==> src/rtl/pwrseq_pkg.sv <==
// Shared codes and types of the power sequencer.
// Used by the core and by its port checker; depends on nothing.
`default_nettype none

package pwrseq_pkg;

   // Event codes carried by a request.
   localparam logic [2:0] FUNC_TICK      = 3'd0;
   localparam logic [2:0] FUNC_REQ_ON    = 3'd1;
   localparam logic [2:0] FUNC_REQ_STBY  = 3'd2;
   localparam logic [2:0] FUNC_TOGGLE    = 3'd3;
   localparam logic [2:0] FUNC_HOST_UP   = 3'd4;

   // Power mode codes as reported on the result channel.
   localparam logic [1:0] PMODE_STANDBY  = 2'd0;
   localparam logic [1:0] PMODE_STARTING = 2'd1;
   localparam logic [1:0] PMODE_ON       = 2'd2;
   localparam logic [1:0] PMODE_STOPPING = 2'd3;

   // Control register indexes.
   localparam logic [2:0] CSR_MAINS_TO_SECONDARY = 3'd0;
   localparam logic [2:0] CSR_RAILS_SETTLE       = 3'd1;
   localparam logic [2:0] CSR_UNMUTE_DELAY       = 3'd2;
   localparam logic [2:0] CSR_MUTE_BEFORE_SHDN   = 3'd3;
   localparam logic [2:0] CSR_HALT_TIMEOUT       = 3'd4;
   localparam logic [2:0] CSR_SECONDARY_TO_MAINS = 3'd5;

   localparam int CSR_INDEX_W = 3;
   localparam int MS_W        = 16;

   // Register reset values in milliseconds.
   localparam logic [MS_W-1:0] RST_MAINS_TO_SECONDARY = 16'd500;
   localparam logic [MS_W-1:0] RST_RAILS_SETTLE       = 16'd300;
   localparam logic [MS_W-1:0] RST_UNMUTE_DELAY       = 16'd2500;
   localparam logic [MS_W-1:0] RST_MUTE_BEFORE_SHDN   = 16'd200;
   localparam logic [MS_W-1:0] RST_HALT_TIMEOUT       = 16'd30000;
   localparam logic [MS_W-1:0] RST_SECONDARY_TO_MAINS = 16'd500;

   // Bit positions inside the drive vector.
   localparam int DRV_MUTE      = 0;
   localparam int DRV_MAINS     = 1;
   localparam int DRV_SECONDARY = 2;
   localparam int DRV_LED_POWER = 3;
   localparam int DRV_LED_READY = 4;
   localparam int DRV_SHUTDOWN  = 5;
   localparam int DRV_W         = 6;

   // One result item.
   typedef struct packed {
      logic [1:0] power_mode;
      logic       mains_relay;
      logic       secondary_relay;
      logic       hard_mute;
      logic       led_power;
      logic       led_ready;
      logic       shutdown_request;
      logic       chips_init_pulse;
      logic       meter_stop_pulse;
      logic       announce_pulse;
      logic       save_settings_pulse;
      logic       host_up;
   } result_type;

endpackage

`default_nettype wire

==> src/rtl/power_up_down_sequencer_core.sv <==
// Power sequencer core: mode and step state, millisecond timer, control
// registers, and a result register with a skid stage. Depends on pwrseq_pkg.
// A result is registered into the result register, or into the skid stage while the consumer holds it.
// Throughput: one request per cycle while req_stall is low; the timer compare and step update
// sit between the request port and the result register.
// Reset (synchronous): standby, step 0, timer 0, mute only, host flag
// clear, control registers at their default delays, no result pending.
`default_nettype none

module power_up_down_sequencer_core (
   input  wire logic                                clock,
   input  wire logic                                reset,
   // Request channel
   input  wire logic                                req_valid,
   output logic                                     req_stall,
   input  wire logic [2:0]                          req_func,
   input  wire logic                                req_host_halted,
   // Result channel
   output logic                                     rsp_valid,
   input  wire logic                                rsp_stall,
   output logic [1:0]                               rsp_power_mode,
   output logic                                     rsp_mains_relay,
   output logic                                     rsp_secondary_relay,
   output logic                                     rsp_hard_mute,
   output logic                                     rsp_led_power,
   output logic                                     rsp_led_ready,
   output logic                                     rsp_shutdown_request,
   output logic                                     rsp_chips_init_pulse,
   output logic                                     rsp_meter_stop_pulse,
   output logic                                     rsp_announce_pulse,
   output logic                                     rsp_save_settings_pulse,
   output logic                                     rsp_host_up,
   // Control register write channel
   input  wire logic                                csr_valid,
   output logic                                     csr_ready,
   input  wire logic [pwrseq_pkg::CSR_INDEX_W-1:0]  csr_index,
   input  wire logic [pwrseq_pkg::MS_W-1:0]         csr_wdata
);

   typedef enum logic [1:0] {
      MODE_STANDBY  = pwrseq_pkg::PMODE_STANDBY,
      MODE_STARTING = pwrseq_pkg::PMODE_STARTING,
      MODE_ON       = pwrseq_pkg::PMODE_ON,
      MODE_STOPPING = pwrseq_pkg::PMODE_STOPPING
   } mode_type;

   typedef enum logic [1:0] {
      STEP_ENTRY  = 2'd0,
      STEP_FIRST  = 2'd1,
      STEP_SECOND = 2'd2,
      STEP_LAST   = 2'd3
   } step_type;

   localparam logic [pwrseq_pkg::MS_W-1:0] MS_MAX = '1;

   // Sequencer state
   mode_type                            mode_ff, mode_in;
   step_type                            step_ff, step_in;
   logic [pwrseq_pkg::MS_W-1:0]         elapsed_ff, elapsed_in;
   logic [pwrseq_pkg::DRV_W-1:0]        drive_ff, drive_in;
   logic                                host_up_ff, host_up_in;

   // Control registers
   logic [pwrseq_pkg::MS_W-1:0]         mains_to_sec_ff, rails_settle_ff, unmute_delay_ff;
   logic [pwrseq_pkg::MS_W-1:0]         mute_before_ff, halt_timeout_ff, sec_to_mains_ff;

   // Result register and skid stage
   pwrseq_pkg::result_type              rsp_ff, skid_ff, result_in;
   logic                                rsp_valid_ff, skid_valid_ff;

   logic                                req_accept, rsp_take, csr_write;
   logic [pwrseq_pkg::MS_W-1:0]         elapsed_inc;
   logic                                p_init, p_mstop, p_announce, p_save;

   assign req_accept  = req_valid && !skid_valid_ff;
   assign rsp_take    = rsp_valid_ff && !rsp_stall;
   assign csr_ready   = 1'b1;
   assign csr_write   = csr_valid && csr_ready;
   assign elapsed_inc = (elapsed_ff == MS_MAX) ? elapsed_ff : elapsed_ff + 1'b1;

   // Next state for the accepted request.
   always_comb begin
      mode_in    = mode_ff;
      step_in    = step_ff;
      elapsed_in = elapsed_ff;
      drive_in   = drive_ff;
      host_up_in = host_up_ff;
      p_init     = 1'b0;
      p_mstop    = 1'b0;
      p_announce = 1'b0;
      p_save     = 1'b0;

      unique case (req_func)
         pwrseq_pkg::FUNC_TICK: begin
            elapsed_in = elapsed_inc;
            unique case (mode_ff)
               MODE_STARTING: begin
                  unique case (step_ff)
                     STEP_ENTRY: begin
                        drive_in[pwrseq_pkg::DRV_MUTE]      = 1'b1;
                        drive_in[pwrseq_pkg::DRV_MAINS]     = 1'b1;
                        drive_in[pwrseq_pkg::DRV_LED_POWER] = 1'b1;
                        step_in    = STEP_FIRST;
                        elapsed_in = '0;
                     end
                     STEP_FIRST: begin
                        if (elapsed_inc >= mains_to_sec_ff) begin
                           drive_in[pwrseq_pkg::DRV_SECONDARY] = 1'b1;
                           step_in    = STEP_SECOND;
                           elapsed_in = '0;
                        end
                     end
                     STEP_SECOND: begin
                        if (elapsed_inc >= rails_settle_ff) begin
                           drive_in[pwrseq_pkg::DRV_MUTE] = 1'b1;
                           p_init     = 1'b1;
                           step_in    = STEP_LAST;
                           elapsed_in = '0;
                        end
                     end
                     STEP_LAST: begin
                        if (elapsed_inc >= unmute_delay_ff) begin
                           drive_in[pwrseq_pkg::DRV_MUTE]      = 1'b0;
                           drive_in[pwrseq_pkg::DRV_LED_READY] = 1'b1;
                           mode_in    = MODE_ON;
                           p_announce = 1'b1;
                        end
                     end
                     default: ;
                  endcase
               end
               MODE_STOPPING: begin
                  unique case (step_ff)
                     STEP_ENTRY: begin
                        drive_in[pwrseq_pkg::DRV_MUTE]      = 1'b1;
                        drive_in[pwrseq_pkg::DRV_LED_READY] = 1'b0;
                        step_in    = STEP_FIRST;
                        elapsed_in = '0;
                     end
                     STEP_FIRST: begin
                        if (elapsed_inc >= mute_before_ff) begin
                           drive_in[pwrseq_pkg::DRV_SHUTDOWN] = 1'b1;
                           step_in    = STEP_SECOND;
                           elapsed_in = '0;
                        end
                     end
                     STEP_SECOND: begin
                        if (req_host_halted || (elapsed_inc >= halt_timeout_ff)) begin
                           drive_in[pwrseq_pkg::DRV_SECONDARY] = 1'b0;
                           p_mstop    = 1'b1;
                           step_in    = STEP_LAST;
                           elapsed_in = '0;
                        end
                     end
                     STEP_LAST: begin
                        if (elapsed_inc >= sec_to_mains_ff) begin
                           drive_in[pwrseq_pkg::DRV_MAINS]     = 1'b0;
                           drive_in[pwrseq_pkg::DRV_SHUTDOWN]  = 1'b0;
                           drive_in[pwrseq_pkg::DRV_LED_POWER] = 1'b0;
                           host_up_in = 1'b0;
                           mode_in    = MODE_STANDBY;
                           p_save     = 1'b1;
                        end
                     end
                     default: ;
                  endcase
               end
               default: ;
            endcase
         end
         pwrseq_pkg::FUNC_REQ_ON: begin
            if (mode_ff == MODE_STANDBY) begin
               mode_in    = MODE_STARTING;
               step_in    = STEP_ENTRY;
               elapsed_in = '0;
            end
         end
         pwrseq_pkg::FUNC_REQ_STBY: begin
            if (mode_ff == MODE_ON) begin
               mode_in    = MODE_STOPPING;
               step_in    = STEP_ENTRY;
               elapsed_in = '0;
            end
         end
         pwrseq_pkg::FUNC_TOGGLE: begin
            // From on a toggle asks for standby; from standby it asks for on; in the other modes it does nothing.
            if (mode_ff == MODE_ON) begin
               mode_in    = MODE_STOPPING;
               step_in    = STEP_ENTRY;
               elapsed_in = '0;
            end else if (mode_ff == MODE_STANDBY) begin
               mode_in    = MODE_STARTING;
               step_in    = STEP_ENTRY;
               elapsed_in = '0;
            end
         end
         pwrseq_pkg::FUNC_HOST_UP: begin
            host_up_in = 1'b1;
         end
         default: ;
      endcase
   end

   // Result fields, all taken after the update.
   always_comb begin
      result_in.power_mode          = mode_in;
      result_in.mains_relay         = drive_in[pwrseq_pkg::DRV_MAINS];
      result_in.secondary_relay     = drive_in[pwrseq_pkg::DRV_SECONDARY];
      result_in.hard_mute           = drive_in[pwrseq_pkg::DRV_MUTE];
      result_in.led_power           = drive_in[pwrseq_pkg::DRV_LED_POWER];
      result_in.led_ready           = drive_in[pwrseq_pkg::DRV_LED_READY];
      result_in.shutdown_request    = drive_in[pwrseq_pkg::DRV_SHUTDOWN];
      result_in.chips_init_pulse    = p_init;
      result_in.meter_stop_pulse    = p_mstop;
      result_in.announce_pulse      = p_announce;
      result_in.save_settings_pulse = p_save;
      result_in.host_up             = host_up_in;
   end

   // State, control registers, result register and skid stage.
   always_ff @(posedge clock) begin
      if (reset) begin
         mode_ff         <= MODE_STANDBY;
         step_ff         <= STEP_ENTRY;
         elapsed_ff      <= '0;
         drive_ff        <= pwrseq_pkg::DRV_W'(1) << pwrseq_pkg::DRV_MUTE;
         host_up_ff      <= 1'b0;
         mains_to_sec_ff <= pwrseq_pkg::RST_MAINS_TO_SECONDARY;
         rails_settle_ff <= pwrseq_pkg::RST_RAILS_SETTLE;
         unmute_delay_ff <= pwrseq_pkg::RST_UNMUTE_DELAY;
         mute_before_ff  <= pwrseq_pkg::RST_MUTE_BEFORE_SHDN;
         halt_timeout_ff <= pwrseq_pkg::RST_HALT_TIMEOUT;
         sec_to_mains_ff <= pwrseq_pkg::RST_SECONDARY_TO_MAINS;
         rsp_valid_ff    <= 1'b0;
         skid_valid_ff   <= 1'b0;
      end else begin
         if (req_accept) begin
            mode_ff    <= mode_in;
            step_ff    <= step_in;
            elapsed_ff <= elapsed_in;
            drive_ff   <= drive_in;
            host_up_ff <= host_up_in;
         end

         // Register writes; indexes past the list are dropped.
         if (csr_write) begin
            case (csr_index)
               pwrseq_pkg::CSR_MAINS_TO_SECONDARY: mains_to_sec_ff <= csr_wdata;
               pwrseq_pkg::CSR_RAILS_SETTLE:       rails_settle_ff <= csr_wdata;
               pwrseq_pkg::CSR_UNMUTE_DELAY:       unmute_delay_ff <= csr_wdata;
               pwrseq_pkg::CSR_MUTE_BEFORE_SHDN:   mute_before_ff  <= csr_wdata;
               pwrseq_pkg::CSR_HALT_TIMEOUT:       halt_timeout_ff <= csr_wdata;
               pwrseq_pkg::CSR_SECONDARY_TO_MAINS: sec_to_mains_ff <= csr_wdata;
               default: ;
            endcase
         end

         // Output staging: the skid stage catches a result that arrives
         // while the result register is held by the consumer.
         if (skid_valid_ff) begin
            if (rsp_take) begin
               rsp_ff        <= skid_ff;
               skid_valid_ff <= 1'b0;
            end
         end else if (req_accept) begin
            if (!rsp_valid_ff || rsp_take) begin
               rsp_ff       <= result_in;
               rsp_valid_ff <= 1'b1;
            end else begin
               skid_ff       <= result_in;
               skid_valid_ff <= 1'b1;
            end
         end else if (rsp_take) begin
            rsp_valid_ff <= 1'b0;
         end
      end
   end

   assign req_stall               = skid_valid_ff;
   assign rsp_valid               = rsp_valid_ff;
   assign rsp_power_mode          = rsp_ff.power_mode;
   assign rsp_mains_relay         = rsp_ff.mains_relay;
   assign rsp_secondary_relay     = rsp_ff.secondary_relay;
   assign rsp_hard_mute           = rsp_ff.hard_mute;
   assign rsp_led_power           = rsp_ff.led_power;
   assign rsp_led_ready           = rsp_ff.led_ready;
   assign rsp_shutdown_request    = rsp_ff.shutdown_request;
   assign rsp_chips_init_pulse    = rsp_ff.chips_init_pulse;
   assign rsp_meter_stop_pulse    = rsp_ff.meter_stop_pulse;
   assign rsp_announce_pulse      = rsp_ff.announce_pulse;
   assign rsp_save_settings_pulse = rsp_ff.save_settings_pulse;
   assign rsp_host_up             = rsp_ff.host_up;

endmodule

`default_nettype wire

==> config.mk <==
export PLATFORM = sky130hd
export DESIGN_NAME = power_up_down_sequencer_core
export DESIGN_NICKNAME = d
export VERILOG_FILES = /design/src/rtl/pwrseq_pkg.sv /design/src/rtl/power_up_down_sequencer_core.sv
export SDC_FILE = /design/constraint.sdc
export NUM_CORES = 1
export LEC_CHECK = 0
export BUFFER_PORTS_ARGS = -buffer_cell sky130_fd_sc_hd__buf_4
export CORE_AREA = 4 4 129 131
export DETAILED_ROUTE_END_ITERATION = 12
export DIE_AREA = 0 0 133 135
export PLACE_DENSITY_LB_ADDON = 0.3
export SLEW_MARGIN = 15
export SYNTH_ARGS = -nofsm -noshare
export SYNTH_HDL_FRONTEND = slang
export SYNTH_SLANG_ARGS = --single-unit
==> constraint.sdc <==
create_clock -name clock -period 3.8 [get_ports clock]
set_input_delay 0.76 -clock clock [delete_from_list [all_inputs] [get_ports clock]]
set_output_delay 0.76 -clock clock [all_outputs]
set_load 0.02 [all_outputs]
==> metrics.md, run 1 <==
| Metric | Value |
|---|---|
| Reg2reg path depth | `16` |
| Post-DP Area | `9635 um2` |
| Grt total ovfl | `0` |
| Most Used Layer, Global Route | `met2` |
| Post-Route Skew | `0.008120 ns` |
| CTS tree | `built` |
| Tcrit/Tclk final | `106.2%` |
| Diode count | `0` |
| Setup ws final | `-0.2360 ns` |
| P_int | `2.890 mW` |
| Initial antenna violation count | `0` |
| Syn. warnings | `0` |
| Layout cells sized above 1 | `26.70%` |
| RSZ-0062 raised after global routing | `yes` |
| Leakage | `4.956 nW` |
| DIE AREA | `17960 um2` |
| Share of power burned in registers | `44.1%` |
| CTS H-Tree Depth | `4` |
| Fin area | `11330 um2` |
| Worst setup EP type | `flip-flop` |
| Slew Viols, Final | `0` |
| CTS Buffer Depth | `2` |
| Switch share | `24.37%` |
| DRC violations left | `0` |
| Drt total wl | `25.36 mm` |
| Combinational Power Share | `8.4%` |
| Cell variety after synth | `72` |
| Latest clock arrival within the worst-skew pair | `0.43 ns` |
| Sequential area share after synthesis | `38.32%` |
| Max-cap violations | `0` |
| Hold Crit Class | `flip-flop to flip-flop` |
| Number of global-route vias before repair | `7394` |
| Worst setup SP type | `flip-flop` |
| Post-DR wirelength/cell | `18.36 um` |
| Met2 Use GR | `42.61%` |
| Pre-CTS WS | `-0.4097 ns` |
| Status | `finished with violations` |
| Fmax | `247.8 MHz` |
| Mapped Cells | `1022` |
| Violated checks | `setup timing` |
| Met3 Use GR | `4.918%` |
| Hold path cells | `2` |
| Area growth from synthesis to layout | `32.20%` |
| FP Rows | `46` |
| Reg2reg start | `elapsed_ff[5]` |
| Post-Syn Nets | `1152` |
| Critical Path, Cell by Cell | `and4_4 > nand4_4 > nor4_4 > and2b_2 > nor3_1 > xnor2_2 > buf_4 > ha_1 > nand4_1 > nor2_1 > a211oi_2 > o21ai_1 > a311oi_2 > a211oi_2 > mux2_4 > mux2_2` |
| DP HPWL | `16.32 mm` |
| Data required, critical path | `3.99 ns` |
| Fin util | `72.61%` |
| Tmin final | `4.036 ns` |
| Root Driver | `clkbuf_16` |
| Synth async-reset ratio | `0%` |
| Routability cong. | `0.8761` |
| Worst Hold Slack | `0.4548 ns` |
| Hold Path Origin | `mains_to_sec_ff[1]` |
| Relative slew margins | `32.47%` |
| Slowest stage cell on the critical path | `nor4_4` |
| PwrDens | `337.3 nW/um2` |
| Slowest cell delay on critical path | `0.37 ns` |
| Pin count of the biggest net entering global routing | `97` |
| Vert. Die Dim | `135 um` |
| DR vias | `8001` |
| Final Hold Fails | `0` |
| Port bufs | `42` |
| Antenna violation net count after detailed routing | `0` |
| DR vias/cell | `5.794` |
| Worst Path Max Fanout | `5` |
| Ports | `44` |
| DR pass1 iterations | `5` |
| Met1 GRT Util | `35.21%` |
| Post-synth EDFFs | `26` |
| Nets | `1282` |
| Die width | `133 um` |
| Synthesized area per cell | `8.383 um2` |
| Tot Pwr | `3.821 mW` |
| Maximum VDD drop | `349.0 uV` |
| CTS buffer count | `17` |
| Starting Density | `54.93%` |
| Worst Tran Pin Value | `1.013 ns` |
| Clock-pin slew on the worst setup and hold paths | `0.07 ns` |
| Most common flop cell mapped by yosys | `dfxtp_1` |
| Clock power share | `47.5%` |
| Register bit total from synthesis | `151` |
| Setup CP Type | `flip-flop to flip-flop` |
| GRT Overall Usage | `26.21%` |
| Starting DRT DRC Count | `666` |
| First-pass GRT wire length | `37.58 mm` |
| WP data arrival | `4.22 ns` |
| Net Sw Power | `931.1 uW` |
| Final setup fails | `27` |
| Netlist Area Pre-Place | `8567 um2` |
| Core Region | `15600 um2` |
| # clock sinks | `151` |
| CP most frequent cell | `a211oi_2` |
| Worst Setup SP | `elapsed_ff[5]` |
cell type report:
cell class / instances / area [um2]
multi-input combinational: 725 / 5544
clock buffer: 17 / 425.4
tap: 216 / 270.3
fill: 1085 / 4272
sequential: 151 / 3288
timing repair buffer: 154 / 1210
inverter: 103 / 386.6
clock inverter: 15 / 201.4
sequential cells by signal, indices dropped and copies added, names as in the netlist, 2 cells and up:
| name | count |
|---|---|
| skid_ff | 13 |
| halt_timeout_ff | 16 |
| rsp_power_mode | 2 |
| step_ff | 2 |
| mute_before_ff | 16 |
| rails_settle_ff | 16 |
| mains_to_sec_ff | 16 |
| unmute_delay_ff | 16 |
| drive_ff | 6 |
| mode_ff | 2 |
| elapsed_ff | 16 |
| sec_to_mains_ff | 16 |
path summary, 6_finish.rpt:
| kind | end | slack [ns] |
|---|---|---|
| max | rsp_hard_mute | -0.24 |
| min | mains_to_sec_ff[1] | 0.45 |
| max reg2reg | rsp_hard_mute | -0.24 |
| min reg2reg | mains_to_sec_ff[1] | 0.45 |
Yosys cell counts, types with 4 or more instances:
library cell	instances	area, um2
edfxtp_1	26	780.8
a21oi_1	103	515.5
nand4_1	6	37.54
nor3_1	15	75.07
a22o_1	13	113.9
a221oi_1	10	87.58
clkbuf_1	36	135.1
nand2_1	202	758.2
buf_1	4	15.01
a21o_1	18	135.1
a211o_1	26	227.7
ha_1	102	1276
xor2_1	4	35.03
and3_1	6	37.54
o21a_1	6	45.04
nor2_1	57	214.0
nand3_1	20	100.1
a211oi_1	8	60.06
xnor2_1	4	35.03
o21ai_0	25	125.1
mux2_2	12	135.1
nand3b_1	9	67.56
inv_1	102	382.9
or3_1	4	25.02
nand2b_1	13	81.33
dfxtp_1	125	2502
per-stage QoR:
step / cells / TNS (ns)
2_1_floorplan: 1022 / 0
3_3_place_gp: 1319 / -4.135
3_5_place_dp: 1319 / -9.230
4_1_cts: 1357 / -0.1121
5_1_grt: 1381 / -5.727
6_report: 1381 / -2.050
cell families (layout without fill, tap and decap cells):
logic type               count (synthesis)  after routing  synth area share [%]
AND/OR/NAND/NOR                        356            356                 18.72
XOR/XNOR                                 8              8                0.8178
AO/OA/AOI/OAI                          244            244                 18.91
other                                    1              1               0.04377
adder cells (fa/ha/maj)                102            102                 14.90
multiplexers                            14             14                 1.811
flip-flops                             151            151                 38.32
buffers and inverters                  146            289                 6.470
power groups by stage:
stage                     registers [mW]  clock network, mW  logic [mW]
after global routing                1.69               1.89       0.349
after global placement              1.72                  0       0.277
after detailed placement            1.72                  0       0.282
after floorplan                     1.73                  0       0.157
after CTS                           1.68               1.82       0.289
final                               1.68               1.82       0.322
repair_timing:
item	4_1_cts	5_1_grt
cloned	0	1
gates resized for setup	36	127
pin swaps	17	39
buffers inserted	6	27
hold buffers	0	0
endpoints found under the setup margin	46	48
metal layers:
metal / vias to the layer above / wire, um
li1: 3801 / -
met1: 3852 / 10700
met5: - / 0
met4: 0 / 625
met2: 290 / 12410
met3: 58 / 1621
worst max-delay path, delay by kind of cell, from the launching register on:
kind	cells	cell delay (ns)
simple gates	7	1.33
compound gates	4	0.91
mux	2	0.54
flops	1	0.33
xor+xnor	1	0.25
fa+ha+maj	1	0.25
buf+inv	1	0.18
cells in the final DEF, fill, tap and decap left out, types with 13 or more instances in the layout:
cell type,netlist,routed
a22o_1,13,13
nand3_1,20,13
nand2_1,202,186
edfxtp_1,26,26
a211o_1,26,26
a21oi_1,103,96
a21o_1,18,18
ha_1,102,88
clkbuf_16,0,17
inv_1,102,102
ha_4,0,13
dfxtp_1,125,121
buf_4,1,142
nor2_1,57,54
Power figures use the tool's default switching activity.
==> run 2, diff against run 1 <==
--- a/config.mk
+++ b/config.mk
@@ -6,9 +6,9 @@
 export NUM_CORES = 1
 export LEC_CHECK = 0
 export BUFFER_PORTS_ARGS = -buffer_cell sky130_fd_sc_hd__buf_4
-export CORE_AREA = 4 4 129 131
+export CORE_AREA = 4 4 129 162
 export DETAILED_ROUTE_END_ITERATION = 12
-export DIE_AREA = 0 0 133 135
+export DIE_AREA = 0 0 133 166
 export PLACE_DENSITY_LB_ADDON = 0.3
 export SLEW_MARGIN = 15
 export SYNTH_ARGS = -nofsm -noshare
==> metrics.md, run 2 (synthesis results as in run 1) <==
| Metric | Value |
|---|---|
| Layout cells sized above 1 | `23.86% (-2.8 points)` |
| Worst Path Max Fanout | `5 (unchanged)` |
| Routability cong. | `0.8981 (+2.5%)` |
| DR pass1 iterations | `5 (unchanged)` |
| Final Hold Fails | `0 (unchanged)` |
| Vert. Die Dim | `166 um (+23%)` |
| Relative slew margins | `43.46% (+11 points)` |
| Worst setup SP type | `flip-flop` |
| Slowest cell delay on critical path | `0.55 ns (+0.18 ns)` |
| Fmax | `250.8 MHz (+1.2%)` |
| Nets | `1278 (-0.31%)` |
| PwrDens | `346.1 nW/um2 (+2.6%)` |
| CTS H-Tree Depth | `4 (unchanged)` |
| DRC violations left | `0 (unchanged)` |
| Crit path max-delay family | `simple AND/OR/NAND/NOR gates` |
| CTS buffer count | `17 (unchanged)` |
| Starting DRT DRC Count | `398 (-40%)` |
| Maximum VDD drop | `300.7 uV (-14%)` |
| Ports | `44 (unchanged)` |
| Root Driver | `clkbuf_16` |
| Setup ws final | `-0.1865 ns (+0.04951 ns)` |
| Status | `finished with violations` |
| RSZ-0062 raised after global routing | `yes` |
| Latest clock arrival within the worst-skew pair | `0.43 ns (about the same)` |
| Max-cap violations | `0 (unchanged)` |
| Tmin final | `3.987 ns (-0.04951 ns)` |
| Tcrit/Tclk final | `104.9% (-1.3 points)` |
| Hold Crit Class | `flip-flop to flip-flop` |
| Tot Pwr | `3.829 mW (+0.22%)` |
| Crit path buffers/inverters | `1 (unchanged)` |
| # clock sinks | `151 (unchanged)` |
| WP data arrival | `4.17 ns (-0.05 ns)` |
| Final setup fails | `6 (-78%)` |
| Post-DR wirelength/cell | `16.62 um (-9.5%)` |
| Number of global-route vias before repair | `7317 (-1.0%)` |
| DIE AREA | `22080 um2 (+23%)` |
| Drt total wl | `23.71 mm (-6.5%)` |
| Port bufs | `42 (unchanged)` |
| DR vias | `7602 (-5.0%)` |
| Leakage | `4.862 nW (-1.9%)` |
| Data required, critical path | `3.98 ns (about the same)` |
| Worst setup EP type | `flip-flop` |
| DR vias/cell | `5.331 (-8.0%)` |
| Worst Hold Slack | `0.4523 ns (-0.002510 ns)` |
| CTS tree | `built` |
| Slew Viols, Final | `0 (unchanged)` |
| DP HPWL | `16.99 mm (+4.1%)` |
| First-pass GRT wire length | `37.74 mm (+0.40%)` |
| Pin count of the biggest net entering global routing | `76 (-22%)` |
| FP Rows | `57 (+24%)` |
| Fin util | `57.25% (-15 points)` |
| Diode count | `0 (unchanged)` |
| Commonest non-fill, non-tap cells in the layout | `192 x nand2_1, 141 x buf_4, 121 x dfxtp_1, 102 x inv_1, 100 x a21oi_1` |
| Initial antenna violation count | `0 (unchanged)` |
| Slowest stage cell on the critical path | `or4_4` |
| Core Region | `19330 um2 (+24%)` |
| Worst Tran Pin Value | `0.8481 ns (-0.1648 ns)` |
| Area growth from synthesis to layout | `29.15%` |
| Die width | `133 um (unchanged)` |
| CP most frequent cell | `a211oi_2` |
| Post-Route Skew | `0.007102 ns (-0.001018 ns)` |
| Starting Density | `44.33% (-11 points)` |
| Pre-CTS WS | `-0.3535 ns (+0.05625 ns)` |
| Cts hold-fix bufs | `0 (unchanged)` |
| Critical Path, Cell by Cell | `and4_4 > nand4_4 > nor4_4 > and2b_2 > or4_4 > or2_4 > nand2_4 > buf_4 > ha_4 > nand4_1 > nor2_1 > a211oi_2 > o21ai_2 > a311oi_2 > a211oi_2 > mux2_4 > mux2_2` |
| Setup CP Type | `flip-flop to flip-flop` |
| Clock-pin slew on the worst setup and hold paths | `0.06 ns (about the same)` |
| GRT Overall Usage | `21.31% (-4.9 points)` |
| Commonest non-fill, non-tap cell in the layout | `nand2_1` |
| Antenna violation net count after detailed routing | `0 (unchanged)` |
| Violated checks | `setup timing` |
| Grt total ovfl | `0 (unchanged)` |
| CTS Buffer Depth | `2 (unchanged)` |
## run 2: per-stage QoR
stage	instances	TNS [ns]	cell area, um2
CTS	1415	-0.005647	10630
floorplan	1022	0	8597
detailed placement	1379	-6.765	9779
finish	1426	-0.3415	11060
global placement	1379	-5.638	9779
global route	1426	-3.935	11060
## run 2: what timing repair did
item | in CTS | in global routing
setup endpoints to repair | 38 | 43
resized for setup | 39 | 72
pin swaps | 17 | 45
buffers inserted | 5 | 11
hold endpoints to repair | 0 | 0
## run 2: power by group
group | switching, mW | internal (mW) | leakage, nW
sequential | 0.0158 | 1.67 | 1.25
combinational | 0.188 | 0.118 | 3.30
clock | 0.681 | 1.16 | 0.310
total | 0.885 | 2.94 | 4.86
## run 2: worst register-to-register path, stage by stage (launching register included)
cell,delay (ns)
dfxtp_2,0.32
and4_4,0.21
nand4_4,0.09
nor4_4,0.07
and2b_2,0.25
or4_4,0.55
or2_4,0.26
nand2_4,0.09
buf_4,0.12
ha_4,0.19
nand4_1,0.11
nor2_1,0.07
a211oi_2,0.34
o21ai_2,0.11
a311oi_2,0.32
a211oi_2,0.10
mux2_4,0.29
mux2_2,0.26
## run 2: layer usage
metal | share of wire, % | wire [um] | track usage, % | vias up
li1 | - | - | - | 3808
met1 | 43 | 10090 | 26.42 | 3558
met2 | 49 | 11690 | 36.38 | 196
met3 | 5.0 | 1181 | 4.000 | 40
met4 | 3.1 | 741 | 8.499 | 0
met5 | 0 | 0 | 0 | -
## run 2: final cells by class
class                      count  area, um2
timing repair buffer         150       1160
clock buffer                  22      475.5
inverter                     103      386.6
tap                          265      331.6
multi-input combinational    725       5255
fill                        1708       8263
sequential                   151       3288
clock inverter                10      167.7
## run 2: path summary, 6_finish.rpt
path / from / slack [ns] / to / depth (start not counted)
min: rails_settle_ff[11] / 0.45 / rails_settle_ff[11] / 2
max reg2reg: elapsed_ff[3] / -0.19 / rsp_hard_mute / 17
min reg2reg: rails_settle_ff[11] / 0.45 / rails_settle_ff[11] / 2
max: elapsed_ff[3] / -0.19 / rsp_hard_mute / 17
